`config.mk`:
```
export PLATFORM = sky130hd
export DESIGN_NAME = rational_arith_unit
export DESIGN_NICKNAME = d
export VERILOG_FILES = /design/src/hdl/rau_pkg.sv /design/src/hdl/rau_alu.sv /design/src/hdl/rational_arith_unit.sv
export SDC_FILE = /design/constraint.sdc
export NUM_CORES = 2
export LEC_CHECK = 0
export BUFFER_PORTS_ARGS = -buffer_cell sky130_fd_sc_hd__buf_4
export CAP_MARGIN = 30
export CORE_ASPECT_RATIO = 0.75
export CORE_UTILIZATION = 36
export CTS_CLUSTER_DIAMETER = 30
export DETAILED_ROUTE_END_ITERATION = 10
export GPL_TIMING_DRIVEN = 0
export PLACE_DENSITY = 0.63
export SYNTH_ARGS = -nofsm -noshare
export SYNTH_HDL_FRONTEND = slang
export SYNTH_SLANG_ARGS = --single-unit
```
`constraint.sdc`:
```
create_clock -name clk -period 10.7 [get_ports clk]
set_input_delay 0.535 -clock clk [delete_from_list [all_inputs] [get_ports clk]]
set_output_delay 0.535 -clock clk [all_outputs]
set_load 0.005 [all_outputs]
```
`src/hdl/rau_pkg.sv`:
```
// ----------------------------------------------------------------------------
// rau_pkg
// shared types and constants for the rational arithmetic unit
// ----------------------------------------------------------------------------
`default_nettype none

package rau_pkg;

    // operation codes carried in the input tuser
    typedef enum logic [2:0] {
        OP_ADD    = 3'd0,
        OP_SUB    = 3'd1,
        OP_MUL    = 3'd2,
        OP_DIV    = 3'd3,
        OP_NEG    = 3'd4,
        OP_EQ     = 3'd5,
        OP_REDUCE = 3'd6
    } op_t;

    // result status codes
    typedef enum logic [1:0] {
        STAT_OK   = 2'd0,
        STAT_ZDEN = 2'd1,
        STAT_OVF  = 2'd2
    } status_t;

    // sequencer states
    typedef enum logic [3:0] {
        S_IDLE,
        S_MUL1,
        S_MUL2,
        S_MUL3,
        S_SUM,
        S_PREP,
        S_GCD,
        S_DIVN,
        S_DIVD,
        S_FIN,
        S_DONE
    } state_t;

    localparam int S_DATA_BITS = 128;
    localparam int S_USER_BITS = 3;
    localparam int M_DATA_BITS = 72;

    // output tdata bit positions
    localparam int M_STATUS_LSB = 64;
    localparam int M_EQUAL_BIT  = 66;

endpackage

`default_nettype wire

```
`src/hdl/rau_alu.sv`:
```
// ----------------------------------------------------------------------------
// rau_alu
// shared add/subtract unit with sign and magnitude of the result
// ----------------------------------------------------------------------------
`default_nettype none

module rau_alu #(
    parameter int WIDTH = 65
) (
    input  wire logic [WIDTH-1:0] a,
    input  wire logic [WIDTH-1:0] b,
    input  wire logic             sub,
    output logic      [WIDTH-1:0] res,
    output logic                  neg,
    output logic      [WIDTH-1:0] mag
);

    // operands stay below 2**(WIDTH-1), so the top bit is the sign
    assign res = sub ? (a - b) : (a + b);
    assign neg = res[WIDTH-1];
    assign mag = neg ? (~res + WIDTH'(1)) : res;

endmodule

`default_nettype wire

```
`src/hdl/rational_arith_unit.sv`:
```
// ----------------------------------------------------------------------------
// rational_arith_unit
// fraction add, subtract, multiply, divide, negate, compare and reduce
// ----------------------------------------------------------------------------
//
// channel  | direction | tdata (low bit up)                     | tuser
// ---------+-----------+----------------------------------------+---------
// s_axis   | in        | a_num, a_den, b_num, b_den             | op
// m_axis   | out       | res_num, res_den, status, equal, zeros | none
//
// negate, equal and unused codes: no arithmetic, the result passes S_DONE into the output register
// arithmetic ops: products and setup in S_MUL1, S_MUL2 (S_MUL3 and S_SUM for add and
// subtract) and S_PREP, a binary gcd, then two restoring divisions, numerator then
// denominator, each through the one shared subtractor;
// a zero denominator skips the gcd and divisions
// s_tready is high only while the sequencer is idle; a finished result
// waits in the output register while the next item is taken
// asynchronous active-low reset clears the sequencer and the output valid
//
`default_nettype none

module rational_arith_unit #(
    parameter int WORD_BITS = 32
) (
    input  wire logic                               clk,
    input  wire logic                               rst_n,
    input  wire logic                               s_tvalid,
    output logic                                    s_tready,
    // a_num[31:0], a_den[63:32], b_num[95:64], b_den[127:96]
    input  wire logic [rau_pkg::S_DATA_BITS-1:0]    s_tdata,
    // op[2:0]
    input  wire logic [rau_pkg::S_USER_BITS-1:0]    s_tuser,
    output logic                                    m_tvalid,
    input  wire logic                               m_tready,
    // res_num[31:0], res_den[63:32], status[65:64], equal[66], zero[71:67]
    output logic [rau_pkg::M_DATA_BITS-1:0]         m_tdata
);

    import rau_pkg::*;

    localparam int W  = WORD_BITS;
    localparam int L  = 2 * WORD_BITS;
    localparam int CW = $clog2(L);

    function automatic logic [31:0] sext(input logic [W-1:0] v);
        sext = 32'($signed(v));
    endfunction

    // input decode: low W bits of each field, sign and magnitude
    logic [W-1:0] in_an, in_ad, in_bn, in_bd;
    logic [W-1:0] min_word;
    logic         in_fire;

    assign in_an    = s_tdata[W-1:0];
    assign in_ad    = s_tdata[32+W-1:32];
    assign in_bn    = s_tdata[64+W-1:64];
    assign in_bd    = s_tdata[96+W-1:96];
    assign min_word = {1'b1, {(W-1){1'b0}}};
    assign in_fire  = s_tvalid && s_tready;

    function automatic logic [W-1:0] abs_w(input logic [W-1:0] v);
        abs_w = v[W-1] ? (~v + W'(1)) : v;
    endfunction

    state_t state_reg, state_next;

    logic [2:0]   op_reg;
    logic [W-1:0] an_reg, ad_reg, bn_reg, bd_reg;
    logic         an_neg_reg, ad_neg_reg, bn_neg_reg, bd_neg_reg;
    logic [L-1:0] n_reg, t_reg, d_reg, x_reg, y_reg, g_reg, q_reg;
    logic         n_neg_reg, t_neg_reg, d_neg_reg;
    logic [L:0]   r_reg;
    logic [CW-1:0] cnt_reg;
    logic [31:0]  hnum_reg, hden_reg;
    logic [1:0]   hstat_reg;
    logic         heq_reg;
    logic         out_valid_reg;
    logic [M_DATA_BITS-1:0] out_data_reg;

    op_t op_cur;
    assign op_cur = op_t'(op_reg);

    // shared multiplier operands
    logic [W-1:0] mul_x, mul_y;
    logic         mul_neg;
    logic [L-1:0] prod;

    // shared add/subtract unit operands
    logic [L:0] alu_a, alu_b, alu_res, alu_mag;
    logic       alu_sub, alu_neg;

    logic [L:0] div_shift;
    logic       div_last;
    logic       out_free;
    logic       is_addsub;
    logic [L-1:0] top_val;

    assign div_shift = {r_reg[L-1:0], q_reg[L-1]};
    assign div_last  = (cnt_reg == CW'(L - 1));
    assign out_free  = !out_valid_reg || m_tready;
    assign is_addsub = (op_cur == OP_ADD) || (op_cur == OP_SUB);
    assign top_val   = L'(1) << (W - 1);
    assign prod      = L'(mul_x) * L'(mul_y);

    rau_alu #(
        .WIDTH(L + 1)
    ) u_alu (
        .a  (alu_a),
        .b  (alu_b),
        .sub(alu_sub),
        .res(alu_res),
        .neg(alu_neg),
        .mag(alu_mag)
    );

    // next state
    always_comb
    begin
        state_next = state_reg;
        case (state_reg)
            S_IDLE:
            begin
                if (in_fire)
                begin
                    case (op_t'(s_tuser))
                        OP_ADD, OP_SUB, OP_MUL, OP_DIV: state_next = S_MUL1;
                        OP_REDUCE:                      state_next = S_PREP;
                        default:                        state_next = S_DONE;
                    endcase
                end
            end
            S_MUL1: state_next = S_MUL2;
            S_MUL2: state_next = is_addsub ? S_MUL3 : S_PREP;
            S_MUL3: state_next = S_SUM;
            S_SUM:  state_next = S_PREP;
            S_PREP: state_next = (d_reg == '0) ? S_DONE : S_GCD;
            S_GCD:
            begin
                if ((x_reg == '0) || (y_reg == '0))
                    state_next = S_DIVN;
            end
            S_DIVN: if (div_last) state_next = S_DIVD;
            S_DIVD: if (div_last) state_next = S_FIN;
            S_FIN:  state_next = S_DONE;
            S_DONE: if (out_free) state_next = S_IDLE;
            default: state_next = S_IDLE;
        endcase
    end

    // shared unit operand selection
    always_comb
    begin
        mul_x   = an_reg;
        mul_y   = bd_reg;
        mul_neg = an_neg_reg ^ bd_neg_reg;
        alu_a   = {1'b0, x_reg};
        alu_b   = {1'b0, y_reg};
        alu_sub = 1'b1;
        case (state_reg)
            S_MUL1:
            begin
                if (op_cur == OP_MUL)
                begin
                    mul_y   = bn_reg;
                    mul_neg = an_neg_reg ^ bn_neg_reg;
                end
            end
            S_MUL2:
            begin
                mul_x = ad_reg;
                if (op_cur == OP_MUL)
                begin
                    mul_y   = bd_reg;
                    mul_neg = ad_neg_reg ^ bd_neg_reg;
                end
                else
                begin
                    mul_y   = bn_reg;
                    mul_neg = ad_neg_reg ^ bn_neg_reg;
                end
            end
            S_MUL3:
            begin
                mul_x   = ad_reg;
                mul_y   = bd_reg;
                mul_neg = ad_neg_reg ^ bd_neg_reg;
            end
            S_SUM:
            begin
                alu_a   = {1'b0, n_reg};
                alu_b   = {1'b0, t_reg};
                alu_sub = n_neg_reg ^ t_neg_reg;
            end
            S_DIVN, S_DIVD:
            begin
                alu_a = div_shift;
                alu_b = {1'b0, g_reg};
            end
            default:
            begin
                alu_sub = 1'b1;
            end
        endcase
    end

    always_ff @(posedge clk or negedge rst_n)
    begin
        if (!rst_n)
        begin
            state_reg     <= S_IDLE;
            out_valid_reg <= 1'b0;
        end
        else
        begin
            state_reg <= state_next;
            if (state_reg == S_DONE && out_free)
                out_valid_reg <= 1'b1;
            else if (m_tready)
                out_valid_reg <= 1'b0;
        end
    end

    // datapath
    always_ff @(posedge clk)
    begin
        case (state_reg)
            S_IDLE:
            begin
                if (in_fire)
                begin
                    op_reg     <= s_tuser;
                    an_reg     <= abs_w(in_an);
                    ad_reg     <= abs_w(in_ad);
                    bn_reg     <= abs_w(in_bn);
                    bd_reg     <= abs_w(in_bd);
                    an_neg_reg <= in_an[W-1];
                    ad_neg_reg <= in_ad[W-1];
                    bn_neg_reg <= in_bn[W-1];
                    bd_neg_reg <= in_bd[W-1];
                    // reduce works on A directly
                    n_reg      <= L'(abs_w(in_an));
                    n_neg_reg  <= in_an[W-1];
                    d_reg      <= L'(abs_w(in_ad));
                    d_neg_reg  <= in_ad[W-1];
                    case (op_t'(s_tuser))
                        OP_NEG:
                        begin
                            heq_reg <= 1'b0;
                            if ((in_an == min_word) || (in_ad == min_word))
                            begin
                                hstat_reg <= STAT_OVF;
                                hnum_reg  <= '0;
                                hden_reg  <= '0;
                            end
                            else
                            begin
                                hstat_reg <= STAT_OK;
                                hnum_reg  <= sext(W'(0) - in_an);
                                hden_reg  <= sext(W'(0) - in_ad);
                            end
                        end
                        OP_EQ:
                        begin
                            hnum_reg  <= '0;
                            hden_reg  <= '0;
                            hstat_reg <= STAT_OK;
                            heq_reg   <= (in_an == in_bn) && (in_ad == in_bd);
                        end
                        default:
                        begin
                            hnum_reg  <= '0;
                            hden_reg  <= '0;
                            hstat_reg <= STAT_OK;
                            heq_reg   <= 1'b0;
                        end
                    endcase
                end
            end
            S_MUL1:
            begin
                n_reg     <= prod;
                n_neg_reg <= mul_neg;
            end
            S_MUL2:
            begin
                if (is_addsub)
                begin
                    t_reg     <= prod;
                    t_neg_reg <= mul_neg ^ (op_cur == OP_SUB);
                end
                else
                begin
                    d_reg     <= prod;
                    d_neg_reg <= mul_neg;
                end
            end
            S_MUL3:
            begin
                d_reg     <= prod;
                d_neg_reg <= mul_neg;
            end
            S_SUM:
            begin
                // signed-magnitude sum, sign follows the larger part
                if (!alu_sub || !alu_neg)
                    n_reg <= alu_res[L-1:0];
                else
                begin
                    n_reg     <= alu_mag[L-1:0];
                    n_neg_reg <= t_neg_reg;
                end
            end
            S_PREP:
            begin
                if (d_reg == '0)
                    hstat_reg <= STAT_ZDEN;
                x_reg     <= n_reg;
                y_reg     <= d_reg;
                cnt_reg   <= '0;
                n_neg_reg <= (n_reg != '0) && (n_neg_reg != d_neg_reg);
            end
            S_GCD:
            begin
                // binary gcd, common factors of two counted in cnt_reg
                if ((x_reg == '0) || (y_reg == '0))
                begin
                    g_reg   <= (x_reg == '0) ? (y_reg << cnt_reg) : (x_reg << cnt_reg);
                    q_reg   <= n_reg;
                    r_reg   <= '0;
                    cnt_reg <= '0;
                end
                else if (!x_reg[0] && !y_reg[0])
                begin
                    x_reg   <= x_reg >> 1;
                    y_reg   <= y_reg >> 1;
                    cnt_reg <= cnt_reg + CW'(1);
                end
                else if (!x_reg[0])
                    x_reg <= x_reg >> 1;
                else if (!y_reg[0])
                    y_reg <= y_reg >> 1;
                else if (!alu_neg)
                    x_reg <= alu_res[L-1:0];
                else
                    y_reg <= alu_mag[L-1:0];
            end
            S_DIVN, S_DIVD:
            begin
                // restoring division, one quotient bit a cycle
                if (div_last)
                begin
                    cnt_reg <= '0;
                    r_reg   <= '0;
                    if (state_reg == S_DIVN)
                    begin
                        n_reg <= {q_reg[L-2:0], !alu_neg};
                        q_reg <= d_reg;
                    end
                    else
                        d_reg <= {q_reg[L-2:0], !alu_neg};
                end
                else
                begin
                    r_reg   <= alu_neg ? div_shift : alu_res;
                    q_reg   <= {q_reg[L-2:0], !alu_neg};
                    cnt_reg <= cnt_reg + CW'(1);
                end
            end
            S_FIN:
            begin
                if ((n_neg_reg ? (n_reg > top_val) : (n_reg >= top_val)) ||
                    (d_reg >= top_val))
                    hstat_reg <= STAT_OVF;
                else
                begin
                    hnum_reg <= sext(n_neg_reg ? (~n_reg[W-1:0] + W'(1)) : n_reg[W-1:0]);
                    hden_reg <= sext(d_reg[W-1:0]);
                end
            end
            S_DONE:
            begin
                if (out_free)
                    out_data_reg <= {5'd0, heq_reg, hstat_reg, hden_reg, hnum_reg};
            end
            default:
            begin
                cnt_reg <= cnt_reg;
            end
        endcase
    end

    assign s_tready = (state_reg == S_IDLE);
    assign m_tvalid = out_valid_reg;
    assign m_tdata  = out_data_reg;

endmodule

`default_nettype wire

```
==> run summary <==
Yosys warning count: 0
Setup violations, final: 3
Worst setup EP type: register
Arrival @ worst endpoint: 11.32 ns
IO Port Bufs: 173
fin crit share: 100.8%
most common cell after layout, fill and taps aside: nand2_1
DRC: 0
latest clock arrival within the worst-skew pair: 0.89 ns
hpwl dp: 400,000 µm
Core Area: 0.2351 mm²
Max transition margin: 19.12%
post-synth top area cell: edfxtp_1
setup slack after layout: -0.09002 ns
max-cap violations: 0
clk_skew: 0.1387 ns
Routed Antenna Nets: 0
# nets final: 11,450
Max Root-Sink Buffers: 4
Fill cells: 22,860
Final Instance Area: 0.1029 mm²
Worst Path Class, Setup: reg -> reg
FFs w/ async S/R, synth: 0.6289%
area of the multi-input gates: 0.05726 mm²
ys flop type: edfxtp_1
vias: 83,510
fin crit period: 10.79 ns
share of cells above drive strength 1: 12.20%
Seq/Total Area, Yosys: 27.97%
min-delay worst type: in -> reg
largest cells by area after synthesis: edfxtp_1 (28%), fa_1 (21%), nand2_1 (6.1%), ha_1 (4.9%), nor2_1 (4.8%)
vias per cell: 6.247
drt pass-1 iters: 11
failing checks: negative setup slack
Routed wire per std cell: 35.94 µm
clk root buf: clkbuf_16
max reg flops: 67
Slew Limit Fails: 0
post-synthesis sequential element count: 795
violation count after the first detailed-route iteration: 13,980
Crit path required time: 11.23 ns
die height: 423.5 µm
syn avg cell area: 9.070 µm²
CTS clk-pin slew, worst paths: 0.05 ns
number of synthesized flops with an enable pin: 790
leading cell types in the layout, fill and taps excluded: nand2_1 (1,347), nor2_1 (1,076), inv_1 (939)
Core Rows: 154
initial antenna violation count: 55
top-area cell type share of the netlist area: 27.82%
Least-Margin Pin Slew: 1.209 ns
CP startpoint kind: register
Post-Syn Area: 0.08527 mm²
Netlist cell types: 102
global-route wire length before repair: 644,800 µm
largest net degree at the start of global routing: 67
num ports: 209
CTS tree: yes
gpl congestion: 1.087
die area: 0.2388 mm²
CTS Sinks: 795
GR Util All Layers: 39.38%
die width: 564.0 µm
outcome: finished, violations left
crit-path max FO: 10
vias in the first global route: 79,490
Area growth syn-to-layout: 20.67%
Reg area: 0.02385 mm²
Peak Freq: 92.68 MHz
final hold violations: 0
Routed WL: 480,500 µm
placed inst area: 0.09310 mm²
H-tree levels: 4
Post-Syn Instances: 9,401
Initial Utilization: 36.27%
GRT overflow: 0
CTS Buf Count: 190
[critical path: stages (launching register included)]
cell and delay, ns:
dfrtp_2 0.45, buf_4 0.19, or4b_4 0.58, nand2_1 0.21, clkdlybuf4s15_1 0.82, clkdlybuf4s15_1 0.82, clkbuf_2 0.50, buf_1 0.72
a221oi_1 0.21, ha_1 0.36, fa_1 0.49, nor2b_1 0.17, o31a_1 0.34, o21ai_0 0.32, o41a_1 0.58, a2111oi_0 0.52
buf_1 0.26, o21ai_0 0.28, and4_1 0.29, o21ai_1 0.50, buf_4 0.33, clkbuf_1 0.79, a31oi_1 0.17, xnor2_1 0.41
o21ai_0 0.13
[kinds of logic after synthesis]
family / count (synthesis) / share of synthesized area, %
AOI/OAI and AO/OA: 1705 / 12.94
DFF: 795 / 27.97
buffers and inverters: 1535 / 6.851
muxes: 323 / 3.853
and+or+nand+nor: 3277 / 16.89
other: 1 / 0.004398
xor gates and xnor gates: 531 / 5.485
adders and majority gates: 1234 / 26.00
[metrics by stage]
step	worst slack [ns]	utilization [%]	std cells	TNS [ns]	hold WS, ns
floorplan	0.03600	-	9405	0	0.2394
global placement	-6.114	38.50	12700	-1577.63	0.3797
detailed placement	-4.394	39.61	12900	-502.98	0.3805
CTS	0.001512	43.23	13290	0	0.002323
global route	-0.02772	43.75	13350	-0.06334	0.03199
finish	-0.09002	43.77	13370	-0.1401	0.04105
[final timing paths]
check	startpoint	endpoint	slack, ns	cells past startpoint
max in group asynchronous	rst_n	m_tvalid$_DFFE_PN0P_	10.42	2
hold reg to reg	hnum_reg[1]$_DFFE_PP_	m_tdata[1]$_DFFE_PP_	0.41	0
hold / removal	s_tdata[123]	bd_reg[27]$_DFFE_PP_	0.04	2
setup / recovery	state_reg[2]$_DFFE_PN0P_	n_reg[50]$_SDFFCE_PP0P_	-0.09	24
min in group asynchronous	rst_n	state_reg[0]$_DFFE_PN0P_	0.11	2
setup reg to reg	state_reg[2]$_DFFE_PN0P_	n_reg[50]$_SDFFCE_PP0P_	-0.09	24
[area by class of cell]
type	instances	area share, %
timing repair buffer	509	4.859
buffer	573	2.899
multi-input combinational	7075	55.65
inverter	941	3.433
clock buffer	216	4.806
clock inverter	119	1.328
antenna	21	0.05107
tap	3120	3.794
sequential	795	23.18
[Yosys cell counts, types with 29 or more instances]
cell and number:
buf_1 63, a221oi_1 56, nand3_1 74, mux2_2 42
nand2b_1 57, xor2_1 223, a21o_1 86, nor3_1 117
and2_1 47, o22ai_1 65, o2bb2ai_1 29, or3_1 65
a211oi_1 66, nor4_1 102, a22o_1 31, fa_1 897
edfxtp_1 790, mux2i_1 281, o21ai_0 356, ha_1 337
nand2_1 1382, o31ai_1 35, a221o_1 40, xnor2_1 306
inv_1 939, and3_1 58, a22oi_1 141, nand4_1 76
a31oi_1 98, a21oi_1 471, clkbuf_1 498, nor2b_1 67
nor2_1 1081
[repair_timing]
item	in CTS	in global routing
setup endpoints to repair	400	352
hold endpoints to repair	21	0
gates cloned	2	0
hold buffers	17	0
setup buffers	50	48
pin swaps	22	39
gates resized for setup	446	213
[routing by layer]
layer,up-vias,part of all wire (%),track usage [%]
met4,36,4.9,15.35
li1,33390,-,-
met2,6623,37,51.47
met1,42160,40,52.79
met3,1302,18,22.06
met5,-,0.13,0.5847
Power is left out: the tool's default activity adds up to more than one toggle a clock period on the data nets, which glitch-free logic cannot reach.
